<file path="config.mk">
export PLATFORM = sky130hd
export DESIGN_NAME = wwb_queue
export DESIGN_NICKNAME = d
export VERILOG_FILES = /design/src/rtl/core/wwb_queue.sv
export SDC_FILE = /design/constraint.sdc
export NUM_CORES = 1
export LEC_CHECK = 0
export ABC_AREA = 1
export BUFFER_PORTS_ARGS = -buffer_cell sky130_fd_sc_hd__buf_2
export CAP_MARGIN = 20
export CORE_MARGIN = 2
export CORE_UTILIZATION = 49
export CTS_BUF_LIST = sky130_fd_sc_hd__clkbuf_8 sky130_fd_sc_hd__clkbuf_16
export DETAILED_ROUTE_END_ITERATION = 10
export GPL_TIMING_DRIVEN = 0
export PLACE_DENSITY_LB_ADDON = 0.1
export SLEW_MARGIN = 10
export SYNTH_ARGS = -nofsm -noshare
export SYNTH_HDL_FRONTEND = slang
export SYNTH_SLANG_ARGS = --single-unit
</file>
<file path="constraint.sdc">
create_clock -name i_clk -period 1.7 [get_ports i_clk]
set_input_delay 0.085 -clock i_clk [delete_from_list [all_inputs] [get_ports i_clk]]
set_output_delay 0.085 -clock i_clk [all_outputs]
set_load 0.1 [all_outputs]
</file>
<file path="src/rtl/core/wwb_queue.sv">
module wwb_queue #(
    parameter int WIDTH = 8
) (
    input  logic             i_clk,
    input  logic             i_rst_n,
    input  logic             i_push,
    input  logic [WIDTH-1:0] i_data,
    input  logic             i_pop,
    output logic [WIDTH-1:0] o_data,
    output logic             o_full,
    output logic             o_empty
);
    // two-entry job queue between front and back
    logic [WIDTH-1:0] r_mem [2];
    logic             r_wp, r_rp;
    logic [1:0]       r_cnt;

    assign o_full  = (r_cnt == 2'd2);
    assign o_empty = (r_cnt == 2'd0);
    assign o_data  = r_mem[r_rp];

    always_ff @(posedge i_clk) begin
        if (!i_rst_n) begin
            r_wp  <= 1'b0;
            r_rp  <= 1'b0;
            r_cnt <= 2'd0;
        end else begin
            if (i_push) begin
                r_mem[r_wp] <= i_data;
                r_wp        <= ~r_wp;
            end
            if (i_pop) begin
                r_rp <= ~r_rp;
            end
            r_cnt <= r_cnt + 2'(i_push) - 2'(i_pop);
        end
    end
endmodule

</file>
---- Word level (Yosys, flattened, before mapping) ----
Memories as Yosys holds them, arrays and structs flattened. A register that Yosys moved wholly into a read port is not among the register bits.
Cells that the tools add are included.
operators by class
  add/sub/neg operators ................... 2
  equality and inequality tests ........... 1
  mux-type cells .......................... 5
  bitwise operators ....................... 2
  reduce and logical (&&, ||, !) cells .... 1
operators with widths
  kind                                        count
  two-way mux 1 bit                           5
  adder 2 x 1 -> 2 bit                        1
  equality test 2 bit, second input constant  1
  zero test 2 bit                             1
  inverter 1 bit                              2
  subtractor 2 x 1 -> 2 bit                   1
storage, ports and cells
  bits in registers ....................... 4
  RAM bits ................................ 16
  bits of input ports ..................... 12
  output and inout port bits .............. 10
  logic and storage cells ................. 15
  memories kept ........................... 1
memories
  memory  words  bits a word  rd ports  clocked after Yosys merged registers in  write ports  RTL line  text
  r_mem   2      8            1         1                                        1            14        logic [WIDTH-1:0] r_mem [2];

---- Depth between registers and ports, before layout ----
Gate-level depths: netlist of the first run.
  depth after elaboration ................. 3
  mapped depth ............................ 9
  depth with buffers taken out ............ 9

---- Worst setup path before layout of the first run ----
No wires, ideal clock.
  kind .................................... register -> output
  from .................................... register r_cnt[1]
  to ...................................... output o_full
  data arrival time ....................... 1.631 ns
  data required time ...................... 1.615 ns
  path slack .............................. -0.016 ns
  cell stages (with the launch flop) ...... 3
  path buffers ............................ 0
  cell sequence ........................... dfxtp_1 inv_1 nor2_1
between the ends
  word-level cells in the longest chain between the ends .. 1
RTL lines
  what                    RTL line  text
  start, declared         16        logic [1:0] r_cnt;
  start signal, assigned  35        r_cnt <= r_cnt + 2'(i_push) - 2'(i_pop);
  equality test 2 bit     18        assign o_full = (r_cnt == 2'd2);
  end, declared           10        output logic o_full,
No other way between the ends.

==> metrics, run 1 <==
outcome complete, no violations; Setup Crit Path Kind reg -> out; met1 usage 11.4%; PwrDens 1200 mW/mm²; Cell variety after synth 12; Final Cycle Share 83.4%; maximum vdd drop 0.000709 V; Cells after Synth 57; DRC violations left 0; RSZ-0062 raised after global routing no; vias after detailed routing 481; Synth-to-Final Area Change 21.1%; CTS tree yes; Die Height 45.4 µm; layer with the highest usage met2; pre-CTS setup slack 0.0512 ns; sequential share of power 48.2%; Detailed Route WL 1110 µm; Setup-failing EPs final 0; CP startpoint kind flop; H-Tree Depth 1; register bit count reported by yosys 21; crit end category output pin; CP max FO 8; final core occ 65.3%; DPL Wire Length 826 µm; crit-path cells buf_6 -> mux2_4 -> buf_2; Rel. slew slack 56.6%; Post-CTS Setup Bufs 0; Final Hold Fails 0; Switching Share 33.2%; Post-Syn Area 841 µm²; post-route ant nets 0; vias in the first global route 420; post-synthesis sequential area ratio 69.0%; CP arrival 1.33 ns; Final WS setup 0.282 ns; Skew-Pair Late Insertion Delay 0.25 ns; Final Slew Violations 0; Syn Nets 71; number of hold buffers added after cts 0; leakage 0.454 nW; YS warnings 0; Clk pwr share 24.8%; slowest cell on the critical path dfxtp_1; drt initial violations 5; Diodes inserted 0; Core Rows 14; Core Area 0.00156 mm²; Post-Syn Area per Cell 14.8 µm²; nets 98; skew final 0.000286 ns; Initial Utilization 53.9%; met2 Resource Use GR 22.0%; worst-case clock buffer depth 2; largest net degree at the start of global routing 12; die area 0.00206 mm²; proportion of layout cells with a drive suffix above 1 42.2%; min cycle time layout 1.42 ns; Hold WC Path Type in -> reg; clk sinks 21; crit-path max cell delay 0.32 ns; Final Wtd Congestion 0.582; drt wl/cell 11.2 µm; Die X 45.4 µm; DR vias/cell 4.86; Max-Cap Viols 0; worst endpoint required time 1.62 ns; Psw 0.407 mW; GRT met3 Usage 4.76%; GRT overflow 0; post-cts sizing count 0; Initial DRT Pass Iterations 4; first-pass GRT wire length 1630 µm; IO Pins 22; initial antenna violation count 0; P_int 0.820 mW; setup TNS 0 ns; TritonCTS Buffers 3; worst slew pin tran 0.649 ns; clock slew at reported path FFs 0.07 ns; Port-buffer cells 21; Fmax 705 MHz; Min Hold Slack 0.0149 ns; Total GRT Usage 12.7%; root buf cell clkbuf_8; Gate power share 27.0%
path summary, 6_finish.rpt:
path,to,startpoint,slack (ns),cells after the start
worst max-delay path,o_data[7],flop,0.28,3
worst min-delay path,r_mem[0][0]$_DFFE_PP_,i_data[0],0.01,1
worst max register to register,r_mem[1][6]$_DFFE_PP_,r_wp$_SDFFE_PN0P_,0.30,3
worst min register to register,r_wp$_SDFFE_PN0P_,r_wp$_SDFFE_PN0P_,0.46,2
per-stage QoR:
stage / std cells / area [µm²] / power, mW
2_1_floorplan: 57 / 843 / 0.885
4_1_cts: 98 / 1010 / 1.25
3_3_place_gp: 94 / 968 / 0.930
3_5_place_dp: 94 / 968 / 0.937
5_1_grt: 99 / 1020 / 1.28
6_report: 99 / 1020 / 1.23
area by class of cell:
type,count,area (µm²)
clock buffers,3,41.3
inverters,8,30.0
well taps,16,20.0
repair buffers,22,110
plain buffers,1,11.3
clock inverters,1,3.75
multi-input cells,27,221
fillers,118,541
flip-flops and latches,21,581
synth_stat cells, drive strengths merged:
master	count	area share (%)
mux2	8	14
dfxtp	5	12
xnor2	1	1.0
inv	8	3.6
nor2	6	2.7
nand3	1	0.59
nand2	6	2.7
edfxtp	16	57
ha	2	3.0
a21oi	2	1.2
nor3	1	0.59
buf	1	1.3
flip-flops by register name, summed over array words and instances, names as in the netlist, named ones only:
| register | count |
|---|---|
| r_rp | 1 |
| r_mem | 16 |
| r_cnt | 2 |
| r_wp | 1 |
power by group through the flow:
stage          combinational [mW]  clock, mW  sequential (mW)
6_report                    0.331      0.304            0.592
5_1_grt                     0.348      0.340            0.593
4_1_cts                     0.334      0.321            0.592
3_5_place_dp                0.334          0            0.603
3_3_place_gp                0.328          0            0.602
2_1_floorplan               0.284          0            0.601
cells in the final DEF, fill, tap and decap left out:
cell / Yosys / final
buf_2: 0 / 21
edfxtp_1: 16 / 16
inv_1: 8 / 9
mux2_4: 8 / 8
nand2_1: 6 / 6
nor2_1: 6 / 5
dfxtp_1: 5 / 5
clkbuf_8: 0 / 3
a21oi_1: 2 / 2
ha_1: 2 / 2
buf_6: 1 / 1
nor3_1: 1 / 1
xnor2_1: 1 / 1
nor2_2: 0 / 1
nand3_1: 1 / 1
clkbuf_2: 0 / 1
routing by layer:
| layer | vias up | routed length (µm) |
|---|---|---|
| met2 | 15 | 605 |
| met5 | - | 0 |
| li1 | 244 | - |
| met1 | 218 | 416 |
| met3 | 4 | 65 |
| met4 | 0 | 18 |
kinds of logic (layout without fill, tap and decap cells):
logic type,after synthesis,count (layout),synth area share (%)
and+or+nand+nor,14,14,6.55
AOI/OAI and AO/OA,2,2,1.19
muxes,8,8,14.3
xor gates and xnor gates,1,1,1.04
buffers and inverters,9,35,4.91
DFF,21,21,69.0
adders and majority gates,2,2,2.98
worst max-delay path, delay by kind of cell (launching register included):
kind     cells  cell delay, ns
buf+inv      2            0.45
flops        1            0.32
mux          1            0.31
Power figures use the tool's default switching activity.
==> run 2: changes to the inputs <==
clock period = 1.4 ns   (was 1.7 ns; I/O delays follow)
==> metrics, run 2 (synthesized netlist as in run 1, its figures left out) <==
Core Rows 14; worst endpoint required time 1.33 ns; Core Area 0.00156 mm²; min cycle time layout 1.34 ns; Die X 45.4 µm; skew final 0.00209 ns; DPL Wire Length 856 µm; Setup Crit Path Kind reg -> out; Final Cycle Share 95.4%; PwrDens 1410 mW/mm²; leakage 0.471 nW; setup TNS 0 ns; GRT overflow 0; Final Wtd Congestion 0.607; Fmax 749 MHz; Max-Cap Viols 0; Final Slew Violations 0; CTS tree yes; Setup-failing EPs final 0; Final Hold Fails 0; outcome complete, no violations; commonest non-fill, non-tap cell in the layout edfxtp_1; IO Pins 22; maximum vdd drop 0.000798 V; Detailed Route WL 1170 µm; Final WS setup 0.0650 ns; Skew-Pair Late Insertion Delay 0.25 ns; largest net degree at the start of global routing 12; CP arrival 1.27 ns; initial antenna violation count 0; worst-case clock buffer depth 2; DRC violations left 0; drt initial violations 4; max FFs per register 16; Placed Area 978 µm²; Rel. slew slack 67.9%; first-pass GRT wire length 1840 µm; die area 0.00206 mm²; pre-CTS setup slack -0.0285 ns; most frequent cells in the layout edfxtp_1, buf_2, inv_1, buf_4, mux2_4; H-Tree Depth 1; clock slew at reported path FFs 0.07 ns; Port-buffer cells 21; TritonCTS Buffers 3; Initial DRT Pass Iterations 4; Die Height 45.4 µm; Final Instance Area 0.00107 mm²; worst slew pin tran 0.486 ns; crit end category output pin; Min Hold Slack 0.00652 ns; vias after detailed routing 491; Biggest register r_mem; RSZ-0062 raised after global routing no; clk sinks 21; DR vias/cell 4.86; Diodes inserted 0; CP max FO 8; root buf cell clkbuf_8; vias in the first global route 413; Fill cells 106; Initial Utilization 53.9%; drt wl/cell 11.6 µm; biggest registers after layout r_mem (16), r_cnt (2); Total GRT Usage 13.3%; post-route ant nets 0; proportion of layout cells with a drive suffix above 1 45.9%; Synth-to-Final Area Change 27.5%; CP startpoint kind flop; nets 100; Hold WC Path Type in -> reg
## run 2: cell count changes in the layout (fill, tap and decap cells not counted), sizes merged
cell / change
buf: +1
clkbuf: -1
dlygate4sd3: +2
## run 2: worst max-delay path, stage by stage, from the launching register on
cell and delay (ns):
dfxtp_1 0.32, buf_6 0.15, mux2_4 0.31, buf_4 0.23
## run 2: layout make-up
cell class	instances	area (µm²)	area share [%]
multi-input cells	27	231	21.6
repair buffers	24	153	14.2
well taps	16	20.0	1.87
clock inverters	1	3.75	0.350
flip-flops and latches	21	582	54.3
clock buffers	3	41.3	3.85
plain buffers	1	11.3	1.05
inverters	8	30.0	2.80
## run 2: what timing repair did
item	CTS	global route
resized for setup	3	14
cloned	0	0
endpoints found under the hold margin	0	4
pin swaps	0	0
buffers inserted	0	0
setup endpoints to repair	7	15
hold buffers	0	2
## run 2: power breakdown
group          leakage [nW]  switching (mW)  total, mW  internal (mW)
logic                 0.255           0.310      0.423          0.113
clock network        0.0269           0.170      0.364          0.194
registers             0.189          0.0160      0.722          0.706
total                 0.471           0.496       1.51           1.01
## run 2: final timing paths
kind	cells after the start	to	slack [ns]	start
worst min register to register	2	r_wp$_SDFFE_PN0P_	0.50	r_wp$_SDFFE_PN0P_
worst min-delay path	1	r_mem[1][5]$_DFFE_PP_	0.007	i_data[5]
worst max-delay path	3	o_data[3]	0.06	flop
worst max register to register	8	r_cnt[1]$_SDFF_PN0_	0.12	r_cnt[0]$_SDFF_PN0_
## run 2: routing by layer
metal	global-route usage [%]	vias to the layer above	part of all wire (%)
met5	0	-	0
met4	5.29	0	1.0
met3	4.76	2	4.9
met2	22.0	16	52
met1	15.7	220	42
li1	-	253	-
## run 2: through the flow
step | util, % | total power [mW] | std cells
detailed placement | 62.8 | 1.14 | 95
global placement | 62.3 | 1.13 | 94
CTS | 66.3 | 1.50 | 99
finish | 68.8 | 1.51 | 101
floorplan | - | 1.08 | 57
global route | 68.8 | 1.58 | 101
