`config.mk`:
```
export PLATFORM = sky130hd
export DESIGN_NAME = wwb_front
export DESIGN_NICKNAME = d
export VERILOG_FILES = /design/src/rtl/core/wwb_pkg.sv /design/src/rtl/core/wwb_front.sv
export SDC_FILE = /design/constraint.sdc
export NUM_CORES = 1
export LEC_CHECK = 0
export BUFFER_PORTS_ARGS = -buffer_cell sky130_fd_sc_hd__buf_2
export CORE_MARGIN = 1.5
export CORE_UTILIZATION = 44
export DETAILED_ROUTE_END_ITERATION = 8
export GPL_ROUTABILITY_DRIVEN = 1
export PLACE_DENSITY_LB_ADDON = 0.08
export SYNTH_ARGS = -nofsm -noshare
export SYNTH_HDL_FRONTEND = slang
export SYNTH_SLANG_ARGS = --single-unit
```
`constraint.sdc`:
```
create_clock -name i_clk -period 16 [get_ports i_clk]
set_input_delay 3.2 -clock i_clk [delete_from_list [all_inputs] [get_ports i_clk]]
set_output_delay 3.2 -clock i_clk [all_outputs]
set_load 0.02 [all_outputs]
```
`src/rtl/core/wwb_pkg.sv`:
```
package wwb_pkg;

    localparam int MAX_RADIUS_DEF = 8;
    localparam int MAX_COLS_DEF   = 2048;
    localparam int MAX_ROWS_DEF   = 4096;

    localparam int PIX_W      = 8;
    localparam int CFG_IDX_W  = 2;
    localparam int CFG_DATA_W = 13;
    localparam int RAD_REG_W  = 4;
    localparam int ROWS_REG_W = 13;
    localparam int COLS_REG_W = 12;

    localparam logic [CFG_IDX_W-1:0] CFG_RADIUS = 2'd0;
    localparam logic [CFG_IDX_W-1:0] CFG_ROWS   = 2'd1;
    localparam logic [CFG_IDX_W-1:0] CFG_COLS   = 2'd2;

    localparam logic [RAD_REG_W-1:0]  RADIUS_RST = 4'd8;
    localparam logic [ROWS_REG_W-1:0] ROWS_RST   = 13'd1920;
    localparam logic [COLS_REG_W-1:0] COLS_RST   = 12'd2048;

    localparam logic KIND_PIXEL = 1'b0;

endpackage

```
`src/rtl/core/wwb_front.sv`:
```
module wwb_front #(
    parameter int MAX_RADIUS = 8,
    parameter int MAX_COLS   = 2048,
    parameter int MAX_ROWS   = 4096,
    localparam int RADW  = $clog2(MAX_RADIUS + 1),
    localparam int ROWW  = $clog2(MAX_ROWS),
    localparam int COLW  = $clog2(MAX_COLS),
    localparam int ROWCW = $clog2(MAX_ROWS + 1),
    localparam int COLCW = $clog2(MAX_COLS + 1),
    localparam int DEPTH = (2 * MAX_RADIUS + 1) * MAX_COLS,
    localparam int AW    = $clog2(DEPTH),
    localparam int JOBW  = 1 + AW + COLW + ROWW
) (
    input  logic                             i_clk,
    input  logic                             i_rst_n,
    input  logic                             i_cfg_valid,
    output logic                             o_cfg_ready,
    input  logic [wwb_pkg::CFG_IDX_W-1:0]    i_cfg_index,
    input  logic [wwb_pkg::CFG_DATA_W-1:0]   i_cfg_data,
    input  logic                             i_valid,
    output logic                             o_ready,
    input  logic                             i_kind,
    input  logic [wwb_pkg::PIX_W-1:0]        i_red_in,
    input  logic [wwb_pkg::PIX_W-1:0]        i_green_in,
    input  logic [wwb_pkg::PIX_W-1:0]        i_blue_in,
    output logic                             o_wr_en,
    output logic [AW-1:0]                    o_wr_addr,
    output logic [3*wwb_pkg::PIX_W-1:0]      o_wr_data,
    output logic                             o_push,
    output logic [JOBW-1:0]                  o_job,
    input  logic                             i_q_full,
    output logic [RADW-1:0]                  o_radius,
    output logic [ROWCW-1:0]                 o_rows,
    output logic [COLCW-1:0]                 o_cols
);
    import wwb_pkg::*;

    localparam int CNTW = $clog2(MAX_ROWS * MAX_COLS + 1);

    logic [RAD_REG_W-1:0]  r_radius;
    logic [ROWS_REG_W-1:0] r_rows;
    logic [COLS_REG_W-1:0] r_cols;

    logic [ROWW-1:0] r_in_row, n_in_row, r_out_row, n_out_row;
    logic [COLW-1:0] r_in_col, n_in_col, r_out_col, n_out_col;
    logic            r_full, n_full;
    logic [CNTW-1:0] r_rcv, n_rcv, r_out_cnt, n_out_cnt;
    logic [AW-1:0]   r_wr_addr, n_wr_addr, r_out_addr, n_out_addr;

    logic [ROWCW-1:0] w_rows;
    logic [COLCW-1:0] w_cols;
    logic [RADW-1:0]  w_rad;
    logic [CNTW-1:0]  w_rows_x, w_cols_x, w_rad_x, w_total, w_rcv_n;
    logic [CNTW:0]    w_lead, w_need, w_cap;
    logic             w_acc, w_pix, w_emit, w_last, w_cfg_wr;

    assign w_rad  = (32'(r_radius) > MAX_RADIUS) ? RADW'(MAX_RADIUS) : RADW'(r_radius);
    assign w_rows = (r_rows == '0) ? ROWCW'(1) :
                    (32'(r_rows) > MAX_ROWS) ? ROWCW'(MAX_ROWS) : ROWCW'(r_rows);
    assign w_cols = (r_cols == '0) ? COLCW'(1) :
                    (32'(r_cols) > MAX_COLS) ? COLCW'(MAX_COLS) : COLCW'(r_cols);

    assign o_radius = w_rad;
    assign o_rows   = w_rows;
    assign o_cols   = w_cols;

    assign w_rows_x = CNTW'(w_rows);
    assign w_cols_x = CNTW'(w_cols);
    assign w_rad_x  = CNTW'(w_rad);
    assign w_total  = w_rows_x * w_cols_x;
    assign w_lead   = (CNTW+1)'(w_rad_x * w_cols_x) + (CNTW+1)'(w_rad_x) + (CNTW+1)'(1);

    assign o_cfg_ready = 1'b1;
    assign w_cfg_wr    = i_cfg_valid && (i_cfg_index == CFG_RADIUS ||
                         i_cfg_index == CFG_ROWS || i_cfg_index == CFG_COLS);

    assign o_ready = !i_q_full;
    assign w_acc   = i_valid && !i_q_full;
    assign w_pix   = w_acc && (i_kind == KIND_PIXEL) && !r_full;
    assign w_rcv_n = r_rcv + CNTW'(w_pix);
    assign w_need  = (CNTW+1)'(r_out_cnt) + w_lead;
    assign w_cap   = (w_need > (CNTW+1)'(w_total)) ? (CNTW+1)'(w_total) : w_need;
    assign w_emit  = w_acc && (r_out_cnt < w_total) && ((CNTW+1)'(w_rcv_n) >= w_cap);
    assign w_last  = (r_out_cnt == w_total - CNTW'(1));

    assign o_wr_en   = w_pix;
    assign o_wr_addr = r_wr_addr;
    assign o_wr_data = {i_red_in, i_green_in, i_blue_in};
    assign o_push    = w_emit;
    assign o_job     = {w_last, r_out_addr, r_out_col, r_out_row};

    always_comb begin
        n_in_row   = r_in_row;
        n_in_col   = r_in_col;
        n_full     = r_full;
        n_rcv      = w_rcv_n;
        n_wr_addr  = r_wr_addr;
        n_out_row  = r_out_row;
        n_out_col  = r_out_col;
        n_out_cnt  = r_out_cnt;
        n_out_addr = r_out_addr;
        if (w_pix) begin
            n_wr_addr = (r_wr_addr == AW'(DEPTH - 1)) ? '0 : r_wr_addr + AW'(1);
            if (COLCW'(r_in_col) + COLCW'(1) >= w_cols) begin
                n_in_col = '0;
                if (ROWCW'(r_in_row) + ROWCW'(1) >= w_rows) begin
                    n_in_row = '0;
                    n_full   = 1'b1;
                end else begin
                    n_in_row = r_in_row + ROWW'(1);
                end
            end else begin
                n_in_col = r_in_col + COLW'(1);
            end
        end
        if (w_emit) begin
            n_out_cnt  = r_out_cnt + CNTW'(1);
            n_out_addr = (r_out_addr == AW'(DEPTH - 1)) ? '0 : r_out_addr + AW'(1);
            if (COLCW'(r_out_col) + COLCW'(1) >= w_cols) begin
                n_out_col = '0;
                n_out_row = r_out_row + ROWW'(1);
            end else begin
                n_out_col = r_out_col + COLW'(1);
            end
        end
        if ((w_emit && w_last) || w_cfg_wr) begin
            n_in_row   = '0;
            n_in_col   = '0;
            n_full     = 1'b0;
            n_rcv      = '0;
            n_out_row  = '0;
            n_out_col  = '0;
            n_out_cnt  = '0;
            // the ring keeps rolling, so jobs of the old frame still in the
            // back end are not overwritten by the first pixels of the next one
            n_out_addr = n_wr_addr;
        end
    end

    always_ff @(posedge i_clk) begin
        if (!i_rst_n) begin
            r_radius   <= RADIUS_RST;
            r_rows     <= ROWS_RST;
            r_cols     <= COLS_RST;
            r_in_row   <= '0;
            r_in_col   <= '0;
            r_full     <= 1'b0;
            r_rcv      <= '0;
            r_wr_addr  <= '0;
            r_out_row  <= '0;
            r_out_col  <= '0;
            r_out_cnt  <= '0;
            r_out_addr <= '0;
        end else begin
            if (i_cfg_valid) begin
                case (i_cfg_index)
                    CFG_RADIUS: r_radius <= i_cfg_data[RAD_REG_W-1:0];
                    CFG_ROWS:   r_rows   <= i_cfg_data[ROWS_REG_W-1:0];
                    CFG_COLS:   r_cols   <= i_cfg_data[COLS_REG_W-1:0];
                    default:    ;
                endcase
            end
            r_in_row   <= n_in_row;
            r_in_col   <= n_in_col;
            r_full     <= n_full;
            r_rcv      <= n_rcv;
            r_wr_addr  <= n_wr_addr;
            r_out_row  <= n_out_row;
            r_out_col  <= n_out_col;
            r_out_cnt  <= n_out_cnt;
            r_out_addr <= n_out_addr;
        end
    end
endmodule

```
* After elaboration in Yosys (flattened, before gate mapping)
Index checks and enable logic that the tools add are counted.
** Operators by class
- Order comparisons :: 9
- Eq/ne operators :: 5
- Multipliers :: 2
- Reduce and logical (&&, ||, !) cells :: 23
- Bitwise operators :: 2
- Multiplexer cells :: 14
- Add/subtract/negate cells :: 15
** Operator list (number)
- 16-bit 2-to-1 mux :: 5
- 12-bit 2-to-1 mux :: 3
- 16-bit by 1-bit adder with 16-bit output, second input constant :: 2
- 16-bit == test, second input constant :: 2
- 13-bit 2-to-1 mux :: 2
- 24-bit by 18-bit adder with 25-bit output :: 1
- 24-bit by 25-bit >= comparator with 1-bit output :: 1
- 25-bit by 24-bit > comparator with 1-bit output :: 1
- 25-bit 2-to-1 mux :: 1
- 11-bit by 1-bit adder with 12-bit output, second input constant :: 2
- 12-bit by 1-bit adder with 12-bit output, second input constant :: 2
- 24-bit by 1-bit adder with 24-bit output :: 1
- 24-bit by 1-bit adder with 24-bit output, second input constant :: 1
- 24-bit == test :: 1
- 12-bit >= comparator :: 2
- 24-bit < comparator :: 1
- 13-bit by 12-bit multiplier with 24-bit output :: 1
- 24-bit by 1-bit subtractor with 24-bit output, second input constant :: 1
- 11-bit by 1-bit adder with 11-bit output, second input constant :: 2
- 11-bit 2-to-1 mux :: 2
- 17-bit by 1-bit adder with 18-bit output, second input constant :: 1
- 16-bit by 4-bit adder with 17-bit output :: 1
- 4-bit by 12-bit multiplier with 16-bit output :: 1
- 12-bit by 1-bit adder with 13-bit output, second input constant :: 1
- 18 further kinds :: 32
** Word-level totals
- Output and inout bits :: 113
- Logic and storage cells :: 82
- Flip-flop bits (word level) :: 156
- Bits of input ports :: 45

* Logic depth before layout (Yosys ltp)
- Word-level depth :: 14
- Depth in mapped cells :: 54
- Depth with buffers taken out :: 48

* Least setup slack after synthesis
OpenSTA, ideal clock, no wires.
- Kind :: reg-to-output
- Start point :: register r_rows[12]
- End point :: output o_push
- Stages on the path, launching flop included :: 48
- Arrival :: 10.693 ns
- Buffers on the path :: 8
- Path slack :: 2.107 ns
- Data required time :: 12.800 ns
- Cells stage by stage :: dfxtp_1 -> buf_4 -> clkbuf_1 -> nor2b_1 -> clkbuf_1 -> inv_1 -> nor2_1 -> fa_1 -> fa_1 -> fa_1 -> fa_1 -> inv_1 -> fa_1 -> inv_1 -> ha_1 -> clkbuf_1 -> a21oi_1 -> o221ai_1 -> (+12 left out) -> nand4_1 -> a21boi_0 -> a221o_1 -> clkbuf_1 -> buf_2 -> mux2i_1 -> ha_1 -> nand4_1 -> nor2_1 -> o2111ai_1 -> a31o_2 -> nand3_1 -> a21oi_1 -> o41ai_1 -> nor2_2 -> inv_2 -> buf_2 -> buf_2
** Between the ends
- Cells in the longest elaborated chain, start to end :: 8
- Elaborated cells on any way between the ends :: 11
- Those cells by class :: mul (1); order compare (4); mux (3); reduce/logical (3)
** Ends and longest elaborated chain
- from (decl) :: line wwb_front.sv:41 : logic [ROWS_REG_W-1:0] r_rows;
- from (signal assigned) :: line wwb_front.sv:158 : CFG_ROWS: r_rows <= i_cfg_data[ROWS_REG_W-1:0];
- 13-bit > comparator :: line wwb_front.sv:59 : (32'(r_rows) > MAX_ROWS) ? ROWCW'(MAX_ROWS) : ROWCW'(r_rows);
- 13-bit 2-to-1 mux :: line wwb_front.sv:59
- 13-bit 2-to-1 mux * :: line wwb_front.sv:58 : assign w_rows = (r_rows == '0) ? ROWCW'(1) :
- net o_rows[4] :: line wwb_front.sv:33 : output logic [ROWCW-1:0] o_rows,
- 13-bit by 12-bit multiplier with 24-bit output * :: line wwb_front.sv:70 : assign w_total = w_rows_x * w_cols_x;
- 25-bit by 24-bit > comparator with 1-bit output :: line wwb_front.sv:82 : assign w_cap = (w_need > (CNTW+1)'(w_total)) ? (CNTW+1)'(w_total) : w_need;
- 25-bit 2-to-1 mux :: line wwb_front.sv:82
- 24-bit by 25-bit >= comparator with 1-bit output :: line wwb_front.sv:83 : assign w_emit = w_acc && (r_out_cnt < w_total) && ((CNTW+1)'(w_rcv_n) >= w_cap);
- 1-bit logical AND * :: line wwb_front.sv:83
- to (decl) :: line wwb_front.sv:29 : output logic o_push,
Mark *: on every way through the listed nets, which the timed path passes. The rest lies on a longest branch.

* Worst setup path in the final report
- Start point :: register r_rows[1]
- End point :: output o_push
** Between the ends
- Cells in the longest elaborated chain, start to end :: 8
- Elaborated cells on any way between the ends :: 11
- Those cells by class :: mul (1); order compare (4); mux (3); reduce/logical (3)
** Ends and longest elaborated chain (line)
- 13-bit > comparator :: wwb_front.sv:59
- 13-bit 2-to-1 mux :: wwb_front.sv:59
- 13-bit 2-to-1 mux * :: wwb_front.sv:58
- 13-bit by 12-bit multiplier with 24-bit output * :: wwb_front.sv:70
- 25-bit by 24-bit > comparator with 1-bit output :: wwb_front.sv:82
- 25-bit 2-to-1 mux :: wwb_front.sv:82
- 24-bit by 25-bit >= comparator with 1-bit output :: wwb_front.sv:83
- 1-bit logical AND * :: wwb_front.sv:83
Mark *: on every way between the ends. The rest lies on a longest branch, timed or not.

==> metrics.txt <==
status finished, final reports clean; # hold bufs at CTS 0; Synth Area in Compound Gates 14.6%; mapped cell area 0.0193 mm2; Routability Congestion 0.941; std cell rows 76; worst-margin pin slew between 1 and 1.5 ns; Worst path slowest cell fa_1; core area around 0.043 mm2; vias post-DR approximately 17k; period utilization 96.0%; register area share after synthesis about 16%; H-tree Lvls 4; GRT overflow 0; Clock transition at path regs ~0.070 ns; post-synthesis cell count approximately 2.4k; Layout area overhead 8.33%; Power Total 1.01 mW; Die Width between 200 and 250 um; Post-Synth Adder-Cell Area between 20% and 30%; kind of critical path reg2out; Post-DP HPWL around 50000 um; Synth top area share 16.2%; Hold Fails Final Rpt 0; Yosys cell types between 90 and 100; Clock Latency Late Sink about 0.49 ns; largest family of logic cells by synthesized area adder cells; drt first-iter violations 1206; top cells by area, synth dfxtp_1 16%, fa_1 15%, ha_1 13%, nand2_1 6.1%, inv_1 4.9%; first-pass GRT wire length about 96000 um; Synth Register Bits approximately 160; f_max approximately 0.065 GHz; CTS root buffer clkbuf_16; most frequent cells in the layout 310 x nand2_1, 254 x inv_1, 203 x ha_1, 201 x nor2_1, 155 x dfxtp_1; Crit. End Element output port; post-synthesis mux area share roughly 2.1%; Synthesized Nets 2813; final setup TNS 0 ns; Via density around 5.6; Power Dens Cells 48.5 mW/mm2; CTS tree yes; syn_area_per_cell around 8 um2; dpl ws roughly 0.48 ns; Main synth FF type dfxtp_1; Peak supply drop 0.0692 mV; initial core utilization about 45%; layout cells sized above 1 approximately 10%; max incr delay on CP around 0.55 ns; Worst slew margin 25.8%; DR DRC count 0; Synth async-reset ratio 0%; post-route ant nets 0; IO Port Bufs 108; drt first pass iters 6; CTS Buf Count 17; Worst setup SP type flip-flop; Worst Path Arrival 12.15 ns; HP Class reg2reg; hold slack around 0.48 ns; # Post-CTS Setup Buffers 0; Synth Area in XOR/XNOR around 7.3%; Worst path most repeated cell fa_1; total track usage between 20% and 30%; antenna cell count 0; vias in the first global route 16.6k; CTS max path bufs 2; initial antenna violation count 0; worst-path fanout max 18; Yosys warnings 0; die area approximately 0.045 mm2; leak pwr between 9 and 10 nW; I/O pin cnt about 160; commonest non-fill, non-tap cell in the layout nand2_1; Post-Route WL a little over 60000 um; cell taking the most area after synthesis dfxtp_1; CTS sink cnt approximately 160; Simple-Gate Fraction of Synth Area a little under a quarter; post-route core utilization 48.3%; RSZ-0062 raised after global routing no; final setup fails 0; WP data required about 13 ns; chip height between 200 and 250 um; Slew Limit Fails 0; DR WL/cell 20.1 um; EDFF count, synth 0; clk_skew between 0.015 and 0.02 ns; Final #Nets ~2.9k; largest net degree at the start of global routing 48; max-capacitance violation count 0; minimum clock period about 15 ns; Final Worst Setup Slack between 0.6 and 0.7 ns
-- what timing repair did --
action,CTS,global route
resized for setup,2,17
hold endpoints to repair,0,0
endpoints found under the setup margin,1,1
gates cloned,0,0
-- synthesized netlist by cell type, types with 7 or more instances --
library cell and n:
o21ai_0 64, a22oi_1 12, nand3_1 74, o211ai_1 22, a211oi_1 15, nor4_1 19, mux2i_1 38, buf_1 7
ha_1 203, a31o_2 8, o22ai_1 7, fa_1 147, a21oi_1 130, nand3b_1 19, nor2b_1 50, a31oi_1 11
nand2_1 311, o21a_1 20, nand4_1 37, a21o_1 37, buf_2 10, xnor2_1 93, nor2_1 201, buf_4 34
or2_2 14, dfxtp_1 156, or4_1 7, xor2_1 54, o31ai_1 7, and3_1 44, nand2b_1 14, or3_1 17
o21ai_1 7, inv_1 254, clkbuf_1 70, or4b_2 9, and2_1 25, o2111ai_1 8, nor3_1 44, clkinv_1 8
-- state kept, by name, indices dropped and copies added, names as in the netlist --
signal and count:
o_wr_addr 16, r_cols 12, r_full 1, r_in_col 11, r_in_row 12, r_out_addr 16, r_out_cnt 24, r_out_col 11
r_out_row 12, r_radius 4, r_rcv 24, r_rows 13
-- final timing paths --
| kind | start | to | slack, ns | cells past startpoint |
|---|---|---|---|---|
| max | r_rows[1]$_SDFFE_PN0P_ | o_push | 0.65 | 43 |
| min | r_cols[0]$_SDFFE_PN0P_ | r_cols[0]$_SDFFE_PN0P_ | 0.48 | 2 |
| max reg2reg | r_rows[1]$_SDFFE_PN0P_ | r_out_addr[11]$_SDFFE_PN0P_ | 3.07 | 46 |
| min reg2reg | r_cols[0]$_SDFFE_PN0P_ | r_cols[0]$_SDFFE_PN0P_ | 0.48 | 2 |
-- where the power goes --
group / total (mW) / internal, mW / switching, mW
Combinational: 0.204 / 0.0693 / 0.135
Clock: 0.412 / 0.221 / 0.191
Sequential: 0.395 / 0.391 / 0.00398
Total: 1.01 / 0.682 / 0.330
-- layout make-up --
class / instances / area [um2]
well taps: 585 / 732
fillers: 4330 / 22300
inverters: 266 / 1000
flip-flops and latches: 156 / 3130
clock buffers: 19 / 443
clock inverters: 13 / 131
multi-input cells: 1875 / 14600
repair buffers: 143 / 803
-- worst max-delay path: cells and delay by family (launching register included) --
kind            cells  cell delay (ns)
buf+inv             9             1.48
mux                 1             0.16
fa+ha+maj           8             3.78
compound gates     13             3.22
simple gates       11             2.30
xor+xnor            1             0.36
flops               1             0.35
-- cell families (layout without fill, tap and decap cells) --
| family | count (synthesis) | after routing |
|---|---|---|
| muxes | 40 | 40 |
| DFF | 156 | 156 |
| and+or+nand+nor | 914 | 914 |
| buffers and inverters | 387 | 441 |
| adders and majority gates | 350 | 350 |
| other | 1 | 1 |
| xor gates and xnor gates | 152 | 152 |
| AOI/OAI and AO/OA | 418 | 418 |
-- per-stage QoR --
step,cell area [um2],cells
after floorplan,19300,2418
after global placement,20200,3025
after detailed placement,20200,3025
after CTS,20800,3057
after global routing,20900,3057
final,20900,3057
-- metal layers --
metal	track usage [%]	part of all wire [%]
met2	43.1	44
met4	8.22	2.1
met1	39.9	47
met3	5.11	6.4
met5	0	0
(Power assumes the default switching activity.)
